[config.mk]
export PLATFORM = sky130hd
export DESIGN_NAME = lzss_token_decompressor
export DESIGN_NICKNAME = d
export VERILOG_FILES = /design/src/rtl/lzt_pkg.sv /design/src/rtl/lzss_token_decompressor.sv /design/src/rtl/lzt_ram.sv /design/src/rtl/lzt_ctrl.sv /design/src/rtl/lzt_dpath.sv
export SDC_FILE = /design/constraint.sdc
export NUM_CORES = 2
export LEC_CHECK = 0
export BUFFER_PORTS_ARGS = -buffer_cell sky130_fd_sc_hd__buf_4
export CELL_PAD_IN_SITES_DETAIL_PLACEMENT = 1
export CELL_PAD_IN_SITES_GLOBAL_PLACEMENT = 2
export CORE_UTILIZATION = 49
export DETAILED_ROUTE_END_ITERATION = 16
export PLACE_DENSITY_LB_ADDON = 0.08
export SYNTH_ARGS = -nofsm -noshare
export SYNTH_HDL_FRONTEND = slang
export SYNTH_SLANG_ARGS = --single-unit
[constraint.sdc]
create_clock -name clk -period 11.8 [get_ports clk]
set_input_delay 2.36 -clock clk [delete_from_list [all_inputs] [get_ports clk]]
set_output_delay 2.36 -clock clk [all_outputs]
set_load 0.005 [all_outputs]
[src/rtl/lzt_pkg.sv]
// ----------------------------------------------------------------------------
// lzt_pkg
// Shared types and constants for the LZSS token decompressor: payload
// structs, stream phase codes, status codes and controller interface structs.
// ----------------------------------------------------------------------------
package lzt_pkg;

  // History ring geometry. The address arithmetic wraps naturally, so the
  // depth must stay a power of two.
  localparam int HIST_DEPTH = 128;
  localparam int HIST_AW    = $clog2(HIST_DEPTH);

  // Token field masks.
  localparam logic [15:0] TOK_GAP_MASK = 16'hFC00;
  localparam logic [15:0] TOK_LEN_MASK = 16'h03E0;
  localparam logic [15:0] TOK_CNT_MASK = 16'h001F;

  // Stream phases. Codes below PH_TOK_LO select a header byte.
  localparam logic [2:0] PH_HDR0   = 3'd0;
  localparam logic [2:0] PH_TOK_LO = 3'd4;
  localparam logic [2:0] PH_TOK_HI = 3'd5;
  localparam logic [2:0] PH_RUN    = 3'd6;
  localparam logic [2:0] PH_LIT    = 3'd7;

  // Final status codes.
  localparam logic [1:0] ST_OK      = 2'd0;
  localparam logic [1:0] ST_OVERRUN = 2'd1;
  localparam logic [1:0] ST_EMPTY   = 2'd2;
  localparam logic [1:0] ST_TRUNC   = 2'd3;

  // Input request payload.
  typedef struct packed {
    logic [7:0] in_byte;
    logic       is_last;
  } lzt_in_t;

  // Output request payload.
  typedef struct packed {
    logic [7:0] out_byte;
    logic       is_data;
    logic [1:0] status;
    logic       run_end;
  } lzt_out_t;

  // Commands from the controller to the datapath.
  typedef struct packed {
    logic load_in;
    logic step;
    logic cp_rd;
    logic cp_emit;
    logic run_emit;
    logic lit_emit;
    logic stat_emit;
  } lzt_cmd_t;

  // Status from the datapath to the controller.
  typedef struct packed {
    logic [2:0] phase;
    logic       overrun;
    logic       tok_copy;
    logic       run_zero;
    logic       run_last;
    logic       cp_last;
    logic       last;
    logic       slot_free;
  } lzt_sts_t;

endpackage

[src/rtl/lzss_token_decompressor.sv]
// ----------------------------------------------------------------------------
// lzss_token_decompressor
// Byte-serial LZSS token decompressor with a 128-byte history ring.
//
//   Channel | Direction | Handshake              | Payload
//   in_     | input     | in_valid / in_ready    | lzt_in_t  (in_byte, is_last)
//   out_    | output    | out_valid / out_ready  | lzt_out_t (out_byte, is_data,
//           |           |                        |            status, run_end)
//
// A request is taken in the idle state and decoded in the next cycle, after which
// header, token and empty-run bytes are done. Each copied byte passes through
// the registered history read before it is emitted; run and literal bytes are
// emitted without it. A final byte adds a status result. Reset is synchronous;
// the history ring needs no clearing pass, as per-entry valid bits make
// unwritten entries read zero. A stalled output holds the controller in its
// emit state, and in_ready stays low until the current request is done.
// ----------------------------------------------------------------------------
module lzss_token_decompressor (
  input  logic              clk,
  input  logic              rst_n,
  input  logic              in_valid,
  output logic              in_ready,
  input  lzt_pkg::lzt_in_t  in_payload,
  output logic              out_valid,
  input  logic              out_ready,
  output lzt_pkg::lzt_out_t out_payload
);
  import lzt_pkg::*;

  lzt_cmd_t cmd;
  lzt_sts_t sts;

  // Sequencing.
  lzt_ctrl u_ctrl (
    .clk      (clk),
    .rst_n    (rst_n),
    .in_valid (in_valid),
    .in_ready (in_ready),
    .sts      (sts),
    .cmd      (cmd)
  );

  // Stream state, history and output register.
  lzt_dpath u_dpath (
    .clk         (clk),
    .rst_n       (rst_n),
    .in_payload  (in_payload),
    .cmd         (cmd),
    .sts         (sts),
    .out_valid   (out_valid),
    .out_ready   (out_ready),
    .out_payload (out_payload)
  );

endmodule

[src/rtl/lzt_ram.sv]
// ----------------------------------------------------------------------------
// lzt_ram
// Generic single-write, single-read memory with a registered read port.
// ----------------------------------------------------------------------------
module lzt_ram #(
  parameter int WIDTH = 8,
  parameter int DEPTH = 128
) (
  input  logic                     clk,
  input  logic                     we,
  input  logic [$clog2(DEPTH)-1:0] waddr,
  input  logic [WIDTH-1:0]         wdata,
  input  logic                     re,
  input  logic [$clog2(DEPTH)-1:0] raddr,
  output logic [WIDTH-1:0]         rdata
);

  logic [WIDTH-1:0] mem_r [DEPTH];
  logic [WIDTH-1:0] rdata_r;

  // Write port.
  always_ff @(posedge clk) begin
    if (we) begin
      mem_r[waddr] <= wdata;
    end
  end

  // Registered read port.
  always_ff @(posedge clk) begin
    if (re) begin
      rdata_r <= mem_r[raddr];
    end
  end

  assign rdata = rdata_r;

endmodule

[src/rtl/lzt_ctrl.sv]
// ----------------------------------------------------------------------------
// lzt_ctrl
// Controller state machine: sequences the acceptance of one input request,
// its decode step, and the emission of copy, run, literal and status results.
// ----------------------------------------------------------------------------
module lzt_ctrl (
  input  logic              clk,
  input  logic              rst_n,
  input  logic              in_valid,
  output logic              in_ready,
  input  lzt_pkg::lzt_sts_t sts,
  output lzt_pkg::lzt_cmd_t cmd
);
  import lzt_pkg::*;

  localparam logic [2:0] S_IDLE    = 3'd0;
  localparam logic [2:0] S_PROC    = 3'd1;
  localparam logic [2:0] S_CP_RD   = 3'd2;
  localparam logic [2:0] S_CP_OUT  = 3'd3;
  localparam logic [2:0] S_RUN_OUT = 3'd4;
  localparam logic [2:0] S_LIT_OUT = 3'd5;
  localparam logic [2:0] S_STAT    = 3'd6;

  logic [2:0] state_r;
  logic [2:0] state_nxt;
  logic [2:0] done_state;

  // After the last result of a request, a final byte adds a status result.
  assign done_state = sts.last ? S_STAT : S_IDLE;

  // Next state and command decode.
  always_comb begin
    state_nxt = state_r;
    cmd       = '0;
    in_ready  = 1'b0;
    unique case (state_r)
      S_IDLE: begin
        in_ready = 1'b1;
        if (in_valid) begin
          cmd.load_in = 1'b1;
          state_nxt   = S_PROC;
        end
      end
      S_PROC: begin
        if (sts.overrun) begin
          state_nxt = done_state;
        end else if (sts.phase == PH_RUN && !sts.run_zero) begin
          state_nxt = S_RUN_OUT;
        end else if (sts.phase == PH_LIT) begin
          state_nxt = S_LIT_OUT;
        end else begin
          cmd.step  = 1'b1;
          state_nxt = sts.tok_copy ? S_CP_RD : done_state;
        end
      end
      S_CP_RD: begin
        cmd.cp_rd = 1'b1;
        state_nxt = S_CP_OUT;
      end
      S_CP_OUT: begin
        if (sts.slot_free) begin
          cmd.cp_emit = 1'b1;
          state_nxt   = sts.cp_last ? done_state : S_CP_RD;
        end
      end
      S_RUN_OUT: begin
        if (sts.slot_free) begin
          cmd.run_emit = 1'b1;
          if (sts.run_last) begin
            state_nxt = done_state;
          end
        end
      end
      S_LIT_OUT: begin
        if (sts.slot_free) begin
          cmd.lit_emit = 1'b1;
          state_nxt    = done_state;
        end
      end
      S_STAT: begin
        if (sts.slot_free) begin
          cmd.stat_emit = 1'b1;
          state_nxt     = S_IDLE;
        end
      end
      default: begin
        state_nxt = S_IDLE;
      end
    endcase
  end

  // State register.
  always_ff @(posedge clk) begin
    if (!rst_n) begin
      state_r <= S_IDLE;
    end else begin
      state_r <= state_nxt;
    end
  end

endmodule

[src/rtl/lzt_dpath.sv]
// ----------------------------------------------------------------------------
// lzt_dpath
// Datapath: input holding registers, stream header and token state, size
// accounting, the history ring with its valid bits, and the output register.
// ----------------------------------------------------------------------------
module lzt_dpath (
  input  logic              clk,
  input  logic              rst_n,
  input  lzt_pkg::lzt_in_t  in_payload,
  input  lzt_pkg::lzt_cmd_t cmd,
  output lzt_pkg::lzt_sts_t sts,
  output logic              out_valid,
  input  logic              out_ready,
  output lzt_pkg::lzt_out_t out_payload
);
  import lzt_pkg::*;

  // Input holding registers.
  logic [7:0]  byte_r;
  logic        last_r;

  // Stream state.
  logic [2:0]  phase_r,    phase_nxt;
  logic [31:0] declared_r, declared_nxt;
  logic [32:0] produced_r, produced_nxt;
  logic [7:0]  tok_lo_r,   tok_lo_nxt;
  logic [5:0]  run_len_r,  run_len_nxt;
  logic [4:0]  lit_left_r, lit_left_nxt;
  logic [4:0]  cp_left_r,  cp_left_nxt;
  logic [6:0]  dist_r,     dist_nxt;
  logic        ovf_r,      ovf_nxt;
  logic [HIST_AW-1:0]    pos_r, pos_nxt;
  logic [HIST_DEPTH-1:0] hvalid_r, hvalid_nxt;
  logic        rd_valid_r;

  // Output register.
  logic        out_valid_r, out_valid_nxt;
  lzt_out_t    out_r, out_nxt;

  // Token decode.
  logic [15:0] tok;
  logic [5:0]  gap;
  logic [4:0]  len;
  logic [4:0]  cnt;
  logic        is_run;
  logic [5:0]  tok_size;
  logic [33:0] size_sum;
  logic        would_ovf;

  // History access.
  logic [HIST_AW-1:0] rd_addr;
  logic [7:0]         rd_data;
  logic               hist_we;
  logic [7:0]         emit_byte;
  logic [1:0]         fin_status;

  assign tok      = {byte_r, tok_lo_r};
  assign gap      = 6'((tok & TOK_GAP_MASK) >> 10);
  assign len      = 5'((tok & TOK_LEN_MASK) >> 5);
  assign cnt      = 5'(tok & TOK_CNT_MASK);
  assign is_run   = (len == 5'd0) && (cnt == 5'd0);
  assign tok_size = is_run ? gap : (6'(len) + 6'(cnt));

  // Overrun check against the declared size.
  assign size_sum  = {1'b0, produced_r} + 34'(tok_size);
  assign would_ovf = size_sum > {2'b00, declared_r};

  // Copy source trails the write position by the distance.
  assign rd_addr = pos_r - HIST_AW'(dist_r);
  assign hist_we = cmd.cp_emit || cmd.run_emit || cmd.lit_emit;

  // An entry never written since the stream began reads as zero.
  always_comb begin
    if (cmd.cp_emit) begin
      emit_byte = rd_valid_r ? rd_data : 8'd0;
    end else begin
      emit_byte = byte_r;
    end
  end

  // Final status, evaluated after the last byte has been processed.
  always_comb begin
    if (ovf_r) begin
      fin_status = ST_OVERRUN;
    end else if (phase_r != PH_TOK_LO) begin
      fin_status = ST_TRUNC;
    end else if (produced_r == 33'd0 && declared_r != 32'd0) begin
      fin_status = ST_EMPTY;
    end else begin
      fin_status = ST_OK;
    end
  end

  lzt_ram #(
    .WIDTH (8),
    .DEPTH (HIST_DEPTH)
  ) u_hist (
    .clk   (clk),
    .we    (hist_we),
    .waddr (pos_r),
    .wdata (emit_byte),
    .re    (cmd.cp_rd),
    .raddr (rd_addr),
    .rdata (rd_data)
  );

  // Stream state update.
  always_comb begin
    phase_nxt    = phase_r;
    declared_nxt = declared_r;
    produced_nxt = produced_r;
    tok_lo_nxt   = tok_lo_r;
    run_len_nxt  = run_len_r;
    lit_left_nxt = lit_left_r;
    cp_left_nxt  = cp_left_r;
    dist_nxt     = dist_r;
    ovf_nxt      = ovf_r;
    pos_nxt      = pos_r;
    hvalid_nxt   = hvalid_r;

    if (cmd.step && !ovf_r) begin
      if (phase_r < PH_TOK_LO) begin
        declared_nxt[{phase_r[1:0], 3'b000} +: 8] =
          declared_r[{phase_r[1:0], 3'b000} +: 8] | byte_r;
        phase_nxt = phase_r + 3'd1;
      end else if (phase_r == PH_TOK_LO) begin
        tok_lo_nxt = byte_r;
        phase_nxt  = PH_TOK_HI;
      end else if (phase_r == PH_TOK_HI) begin
        if (would_ovf) begin
          ovf_nxt = 1'b1;
        end else if (is_run) begin
          produced_nxt = size_sum[32:0];
          run_len_nxt  = gap;
          phase_nxt    = PH_RUN;
        end else begin
          produced_nxt = size_sum[32:0];
          lit_left_nxt = cnt;
          cp_left_nxt  = len;
          dist_nxt     = 7'(gap) + 7'(len);
          phase_nxt    = (cnt != 5'd0) ? PH_LIT : PH_TOK_LO;
        end
      end else if (phase_r == PH_RUN) begin
        // A run of length zero still consumes its run byte.
        phase_nxt = PH_TOK_LO;
      end
    end

    // Every emitted data byte enters the history ring.
    if (hist_we) begin
      hvalid_nxt[pos_r] = 1'b1;
      pos_nxt           = pos_r + HIST_AW'(1);
    end

    if (cmd.cp_emit) begin
      cp_left_nxt = cp_left_r - 5'd1;
    end

    if (cmd.run_emit) begin
      run_len_nxt = run_len_r - 6'd1;
      if (run_len_r == 6'd1) begin
        phase_nxt = PH_TOK_LO;
      end
    end

    if (cmd.lit_emit) begin
      lit_left_nxt = lit_left_r - 5'd1;
      if (lit_left_r == 5'd1) begin
        phase_nxt = PH_TOK_LO;
      end
    end

    // The status result ends the stream and returns all stream state to reset.
    if (cmd.stat_emit) begin
      phase_nxt    = PH_HDR0;
      declared_nxt = '0;
      produced_nxt = '0;
      tok_lo_nxt   = '0;
      run_len_nxt  = '0;
      lit_left_nxt = '0;
      cp_left_nxt  = '0;
      dist_nxt     = '0;
      ovf_nxt      = 1'b0;
      pos_nxt      = '0;
      hvalid_nxt   = '0;
    end
  end

  // Output register: loaded on an emit, drained when the sink takes it.
  always_comb begin
    out_nxt       = out_r;
    out_valid_nxt = out_valid_r;
    if (out_ready) begin
      out_valid_nxt = 1'b0;
    end
    if (hist_we) begin
      out_nxt.out_byte = emit_byte;
      out_nxt.is_data  = 1'b1;
      out_nxt.status   = ST_OK;
      out_nxt.run_end  = !last_r && ((cmd.cp_emit && cp_left_r == 5'd1) ||
                                     (cmd.run_emit && run_len_r == 6'd1) ||
                                     cmd.lit_emit);
      out_valid_nxt    = 1'b1;
    end else if (cmd.stat_emit) begin
      out_nxt.out_byte = 8'd0;
      out_nxt.is_data  = 1'b0;
      out_nxt.status   = fin_status;
      out_nxt.run_end  = 1'b1;
      out_valid_nxt    = 1'b1;
    end
  end

  // Control and stream state registers.
  always_ff @(posedge clk) begin
    if (!rst_n) begin
      phase_r     <= PH_HDR0;
      declared_r  <= '0;
      produced_r  <= '0;
      tok_lo_r    <= '0;
      run_len_r   <= '0;
      lit_left_r  <= '0;
      cp_left_r   <= '0;
      dist_r      <= '0;
      ovf_r       <= 1'b0;
      pos_r       <= '0;
      hvalid_r    <= '0;
      out_valid_r <= 1'b0;
    end else begin
      phase_r     <= phase_nxt;
      declared_r  <= declared_nxt;
      produced_r  <= produced_nxt;
      tok_lo_r    <= tok_lo_nxt;
      run_len_r   <= run_len_nxt;
      lit_left_r  <= lit_left_nxt;
      cp_left_r   <= cp_left_nxt;
      dist_r      <= dist_nxt;
      ovf_r       <= ovf_nxt;
      pos_r       <= pos_nxt;
      hvalid_r    <= hvalid_nxt;
      out_valid_r <= out_valid_nxt;
    end
  end

  // Payload registers.
  always_ff @(posedge clk) begin
    if (cmd.load_in) begin
      byte_r <= in_payload.in_byte;
      last_r <= in_payload.is_last;
    end
    if (cmd.cp_rd) begin
      rd_valid_r <= hvalid_r[rd_addr];
    end
    out_r <= out_nxt;
  end

  // Status toward the controller.
  always_comb begin
    sts.phase     = phase_r;
    sts.overrun   = ovf_r;
    sts.tok_copy  = (phase_r == PH_TOK_HI) && !would_ovf && !is_run && (len != 5'd0);
    sts.run_zero  = (run_len_r == 6'd0);
    sts.run_last  = (run_len_r == 6'd1);
    sts.cp_last   = (cp_left_r == 5'd1);
    sts.last      = last_r;
    sts.slot_free = !out_valid_r || out_ready;
  end

  assign out_valid   = out_valid_r;
  assign out_payload = out_r;

endmodule

* Word-level counts from Yosys, hierarchy flattened
Memory sizes are Yosys's and may differ from the RTL's. A register that Yosys moved wholly into a read port is not among the register bits. Index checks and enable logic that the tools add are counted.
Word-level totals: bits in registers 261, RAM bits 1024, bits of input ports 13, memories kept 1
Cells by class: add/subtract/negate cells 10, $lt $le $gt $ge 5, equality and inequality tests 31, shift-type cells 3, mux-type cells 77, bitwise operators 7, reduce and logical (&&, ||, !) cells 49
Memories:
- u_dpath.u_hist.mem_r | depth 128, width 8, read ports 1, clocked after Yosys merged registers in 1, wr ports 1, line lzt_ram.sv:18 | logic [WIDTH-1:0] mem_r [DEPTH];
Operator list (number):
- 128-bit bitwise OR | 1
- 5-bit 2-to-1 mux | 14
- 3-bit 2-to-1 mux | 23
- 6-bit 2-to-1 mux | 8
- 33-bit by 6-bit adder with 34-bit output | 1
- 34-bit by 32-bit greater-than comparator with 1-bit output | 1
- 33-bit zero test | 1
- 32-bit bitwise mux | 1
- 32-bit nonzero test | 1
- 8-bit by 7-bit variable shift with 32-bit output, first input constant | 1
- 32-bit by 6-bit indexed part select with 8-bit output | 1
- 8-bit by 7-bit indexed part select with 32-bit output | 1
- 6-bit AND reduction | 5
- 12-bit 2-to-1 mux | 2
- 2-bit by 1-bit inequality test with 1-bit output, second input constant | 11
- 3-bit == test, second input constant | 7
- 3-bit one-hot mux with 7 select lines | 1
- 1-bit 2-to-1 mux | 20
- 7-bit by 8-bit < comparator with 1-bit output, second input constant | 2
- 8-bit 2-to-1 mux | 2
- 2-bit nonzero test | 8
- 2-bit inequality test, second input constant | 6
- 1-bit logical AND | 11
- 5-bit by 1-bit == test with 1-bit output, second input constant | 2
- other kinds (30) | 51

* Logic depth before layout (Yosys ltp)
depth in word-level cells 14, mapped depth 28, depth with buffers taken out 25

* Hierarchy
Synthesis repeated with hierarchy kept, for this count alone.
Second synthesis, totals: cells, all modules 3136, area total of the unflattened synthesis 53153.5 µm²
Modules (own cells, without submodules):
- lzt_ram | times used 1, cells each 1635, area each 39745.6 µm², sequential area each 30989.7 µm²
- lzt_dpath | times used 1, cells each 1452, area each 13001.2 µm², sequential area each 5355.1 µm²
- lzt_ctrl | times used 1, cells each 49, area each 406.6 µm², sequential area each 60.1 µm²

* Least setup slack after synthesis
No wires, ideal clock.
path kind input to register, from in out_ready, to mem u_dpath.u_hist.mem_r[0][3], data pin, library setup time 1204 ps, data arrival time 7788 ps, required time 10596 ps, setup slack 2808 ps, cell stages on the path 3, path buffers 0, cell sequence nor2b_1 -> nor3_1 -> o21ai_0
Between the ends: longest elaborated chain between the ends 4
RTL lines:
- from (decl) | line lzss_token_decompressor.sv:25 | input logic out_ready,
- 1-bit logical OR | line lzt_dpath.sv:265 | sts.slot_free = !out_valid_r || out_ready;
- 1-bit 2-to-1 mux | line lzt_ctrl.sv:61 | if (sts.slot_free) begin
- 1-bit 2-to-1 mux | line lzt_ctrl.sv:36 | unique case (state_r)
- 8-bit 2-to-1 mux | line lzt_dpath.sv:74 | if (cmd.cp_emit) begin
- via u_dpath.emit_byte[3] | line lzt_dpath.sv:54 | logic [7:0] emit_byte;
- to (decl) | line lzt_ram.sv:18
The timed path passes the listed nets, and every way through them passes these cells.

* Worst setup path after layout
from reg u_dpath.byte_r[0], to reg u_dpath.phase_r[1]
Between the ends: longest elaborated chain between the ends 14, elaborated cells on any way between the ends 16
RTL lines:
- from (decl) | line lzt_dpath.sv:19 | logic [7:0] byte_r;
- from (signal assigned) | line lzt_dpath.sv:247 | byte_r <= in_payload.in_byte;
- parallel branches: the longest is 2 deep, another holds 5-bit by 5-bit adder with 6-bit output
- 6-bit 2-to-1 mux * | line lzt_dpath.sv:62 | assign tok_size = is_run ? gap : (6'(len) + 6'(cnt));
- 33-bit by 6-bit adder with 34-bit output * | line lzt_dpath.sv:65 | assign size_sum = {1'b0, produced_r} + 34'(tok_size);
- via u_dpath.size_sum[30] | line lzt_dpath.sv:47 | logic [33:0] size_sum;
- 34-bit by 32-bit greater-than comparator with 1-bit output * | line lzt_dpath.sv:66 | assign would_ovf = size_sum > {2'b00, declared_r};
- 3-bit 2-to-1 mux * | line lzt_dpath.sv:130 | if (would_ovf) begin
- 3-bit 2-to-1 mux * | line lzt_dpath.sv:129 | end else if (phase_r == PH_TOK_HI) begin
- 3-bit 2-to-1 mux * | line lzt_dpath.sv:126 | end else if (phase_r == PH_TOK_LO) begin
- 3-bit 2-to-1 mux * | line lzt_dpath.sv:122 | if (phase_r < PH_TOK_LO) begin
- 3-bit 2-to-1 mux * | line lzt_dpath.sv:121 | if (cmd.step && !ovf_r) begin
- 3-bit 2-to-1 mux | line lzt_dpath.sv:161 | if (run_len_r == 6'd1) begin
- 3-bit 2-to-1 mux * | line lzt_dpath.sv:159 | if (cmd.run_emit) begin
- 3-bit 2-to-1 mux | line lzt_dpath.sv:168 | if (lit_left_r == 5'd1) begin
- 3-bit 2-to-1 mux * | line lzt_dpath.sv:166 | if (cmd.lit_emit) begin
- to (signal assigned) | line lzt_dpath.sv:229 | phase_r <= phase_nxt;
- to (decl) | line lzt_dpath.sv:23 | logic [2:0] phase_r, phase_nxt;
Mark *: on every way through the listed nets, which the timed path passes. A chain may end at the register's enable or synchronous reset.

==> metrics.md <==
| Metric | Value |
|---|---|
| Status | complete, no violations |
| Layout Nets | roughly 3,300 |
| Syn Nets | roughly 3,200 |
| Synthesized instance count | between 3,000 and 4,000 |
| Fillers | 9,577 |
| Met2 WL | 63,780 µm |
| Crit path depth | 24 |
| Post-route ant nets | 0 |
| Ys async rst share | 0% |
| Initial antenna violation count | 1 |
| Synth area leader | edfxtp_1 |
| Worst r2r path cells | 24 |
| Global-route wire length before repair | 198,900 µm |
| Iter 0 DRT Violations | about 2,400 |
| Clock transition at path regs | 0.06 ns |
| Die footprint | about 0.11 mm² |
| N_diodes | 0 |
| Reg area | roughly 0.036 mm² |
| GPL Wtd Cong | 0.8359 |
| DIE WIDTH | approximately 330 µm |
| Share of cells above drive strength 1 | 20.91% |
| Worst EP arrival | 7.02 ns |
| # rows | 120 |
| Post-route clock period utilization | 54.10% |
| Vias per inst | 6.039 |
| YS warnings | 0 |
| Achievable clock frequency | between 150 and 200 MHz |
| Max_slew headroom | 24.28% |
| DRC violations left | 0 |
| Slowest cell on the critical path | or4_1 |
| M1 WL | approximately 58,000 µm |
| Largest delay share family, worst path | simple AND/OR/NAND/NOR gates |
| RSZ-0062 raised after global routing | no |
| # setup viols final | 0 |
| Multi-input gate area | 0.01572 mm² |
| Setup CP Type | flop to flop |
| Crit path top cell by count | nand2_1 |
| Largest net degree at the start of global routing | 100 |
| Most common library cell in the layout ignoring fill and taps | edfxtp_1 |
| Synth area leaders | edfxtp_1 60%, mux4_2 16%, dfxtp_1 9.2% |
| Worst Path Required | 12.43 ns |
| CTS tree | built |
| Syn Area/Cell | 17.00 µm² |
| DP HPWL | about 83,000 µm |
| Maximum VDD drop | 161.0 µV |
| Setup TNS | 0 ns |
| Sinks on Clock Net | 1,293 |
| Max Cap Viol | 0 |
| CTS H-tree depth | 4 |
| Post-synth EDFFs | 1,051 |
| Initial core utilization | 49.41% |
| CTS Buf Count | 137 |
| Setup Skew | roughly 0.034 ns |
| Root Buffer | clkbuf_16 |
| PortBufs | 26 |
| Pre-antenna DRT Iters | 6 |
| Total routed wirelength | 133,900 µm |
| DR WL/cell | 28.57 µm |
| Final hold violation count | 0 |
| Crit-path max FO | 11 |
| Core ar. | approximately 0.11 mm² |
| Startpoint types | flop |
| Synth-to-Final Area Change | 11.81% |
| Post-CTS setup repair buffer count | 0 |
| Distinct cells, synth | roughly 70 |
| Synth Cell Area | around 0.053 mm² |
| P_leak | 19.22 nW |
| Remaining Overflow, GRT | 0 |
| Cell Chain, Critical Path | or4_1 -> nor2_1 -> nand2_1 -> nand2_1 -> nand2_1 -> ha_1 -> fa_1 -> a211o_1 -> a211oi_2 -> nor3_2 -> nand2_1 -> nor2_1 -> and3_1 -> xor2_1 -> ha_1 -> o21ai_0 -> a211oi_1 -> a22oi_1 -> nand3_1 -> o211ai_1 -> buf_4 -> a21boi_1 -> nand3_1 -> a31o_2 |
| Worst slew pin tran | 1.132 ns |
| CP peak stage delay | 0.63 ns |
| Max layer used | met4 |
| Critical path buffers and inverters | 1 |
| Maximum buffer depth of the clock tree | 3 |
| Yosys reg bits | 1,293 |
| Vias in the first global route | 29,480 |
| Sequential-to-total area share from yosys stat | 68.83% |
| Die Y-Extent | roughly 330 µm |
| Pins Over Slew Limit | 0 |
| CP Capture Type | flop |
| GRT Overall Usage | between 20% and 30% |
| Most frequent cells in the layout | 1,051 x edfxtp_1, 482 x nor2_1, 368 x mux4_2 |
| Vias | 28,320 |
| CTS Hold Bufs | 0 |
| Finished Core Util | 55.25% |
| P per Cell Area | 198.7 mW/mm² |
| Io pins | 27 |
| Clock latency on the worst-skew pair | 0.74 ns |
| Hold path cells | 2 |
| Share of the synthesized area in the top cell type | 59.67% |
| Post-CTS sizing | 0 |
| Post-layout min period | 6.384 ns |
| Met3 WL | 8367 µm |
| Ys flop type | edfxtp_1 |
| Hold WC Path Type | flop to flop |
-- cell type report --
type                    count  share of cell area [%]
clock buffers             204                   6.696
flip-flops and latches   1293                   61.56
well taps                1403                   2.968
inverters                  64                  0.4062
multi-input cells        1603                   26.58
repair buffers             71                  0.9012
clock inverters            51                  0.8949
-- stage by stage --
| step | worst slack [ns] | area [µm²] | hold WS, ns | power [W] | cells |
|---|---|---|---|---|---|
| after detailed placement | 5.483 | 54650 | 0.4374 | 0.007584 | 4434 |
| after floorplan | 2.808 | 52890 | 0.4348 | 0.006880 | 3112 |
| after global placement | 5.620 | 54650 | 0.4424 | 0.007511 | 4434 |
| after CTS | 5.453 | 59140 | 0.4496 | 0.01187 | 4689 |
| final | 5.416 | 59140 | 0.4451 | 0.01175 | 4689 |
| after global routing | 4.892 | 59140 | 0.4795 | 0.01214 | 4689 |
-- tightest hold or removal path: stages (launching register included) --
cell and delay, ns:
dfxtp_1 0.31, nand2_1 0.05, nand2_1 0.04
-- sequential cells by signal, summed over array words and instances (netlist names), 8 cells and up --
| register | cells |
|---|---|
| u_dpath.u_hist.rdata | 8 |
| u_dpath.tok_lo_r | 8 |
| u_dpath.out_payload | 12 |
| u_dpath.produced_r | 33 |
| u_dpath.byte_r | 8 |
| u_dpath.u_hist.mem_r | 1024 |
| u_dpath.declared_r | 32 |
| u_dpath.hvalid_r | 128 |
-- cell usage after synthesis (all sizes together) (8+ instances only) --
| master | count |
|---|---|
| nor4 | 26 |
| o21a | 8 |
| xnor2 | 32 |
| inv | 64 |
| or3 | 10 |
| buf | 55 |
| a22oi | 35 |
| o211ai | 19 |
| or2 | 10 |
| or4 | 16 |
| a31oi | 9 |
| a21o | 12 |
| o21ai | 37 |
| a211oi | 13 |
| mux2i | 69 |
| nor3 | 16 |
| mux2 | 9 |
| nor2 | 483 |
| dfxtp | 242 |
| clkbuf | 97 |
| nand2b | 9 |
| nand2 | 120 |
| xor2 | 20 |
| and3 | 13 |
| ha | 70 |
| a21oi | 74 |
| nand3 | 40 |
| edfxtp | 1051 |
| nor2b | 12 |
| mux4 | 368 |
| nand4 | 21 |
-- cell families after synthesis --
group	after synthesis	share of synthesized area (%)
xor+xnor	52	0.8752
flops	1293	68.83
mux	446	17.17
simple gates	796	6.704
compound gates	235	2.910
fa+ha+maj	74	1.807
buf+inv	216	1.713
-- path summary, 6_finish.rpt --
path                                 end                    from  slack, ns
setup / recovery      u_dpath.phase_r[1]       u_dpath.byte_r[0]       5.42
hold / removal    u_dpath.out_payload[3]  u_dpath.out_payload[3]       0.45
setup reg to reg      u_dpath.phase_r[1]       u_dpath.byte_r[0]       5.42
hold reg to reg   u_dpath.out_payload[3]  u_dpath.out_payload[3]       0.45
-- where the power goes --
group          leakage (nW)  internal (W)  switching, W
Sequential             11.4       0.00537      0.000101
Clock                  2.18       0.00254       0.00176
Combinational          5.64      0.000730       0.00125
-- per-layer routing --
layer / GRT usage, % / vias up
met1: 35.74 / 14970
met5: 0 / -
met3: 4.851 / 203
met2: 39.10 / 801
li1: - / 12340
met4: 7.824 / 0
(Power assumes the default switching activity.)
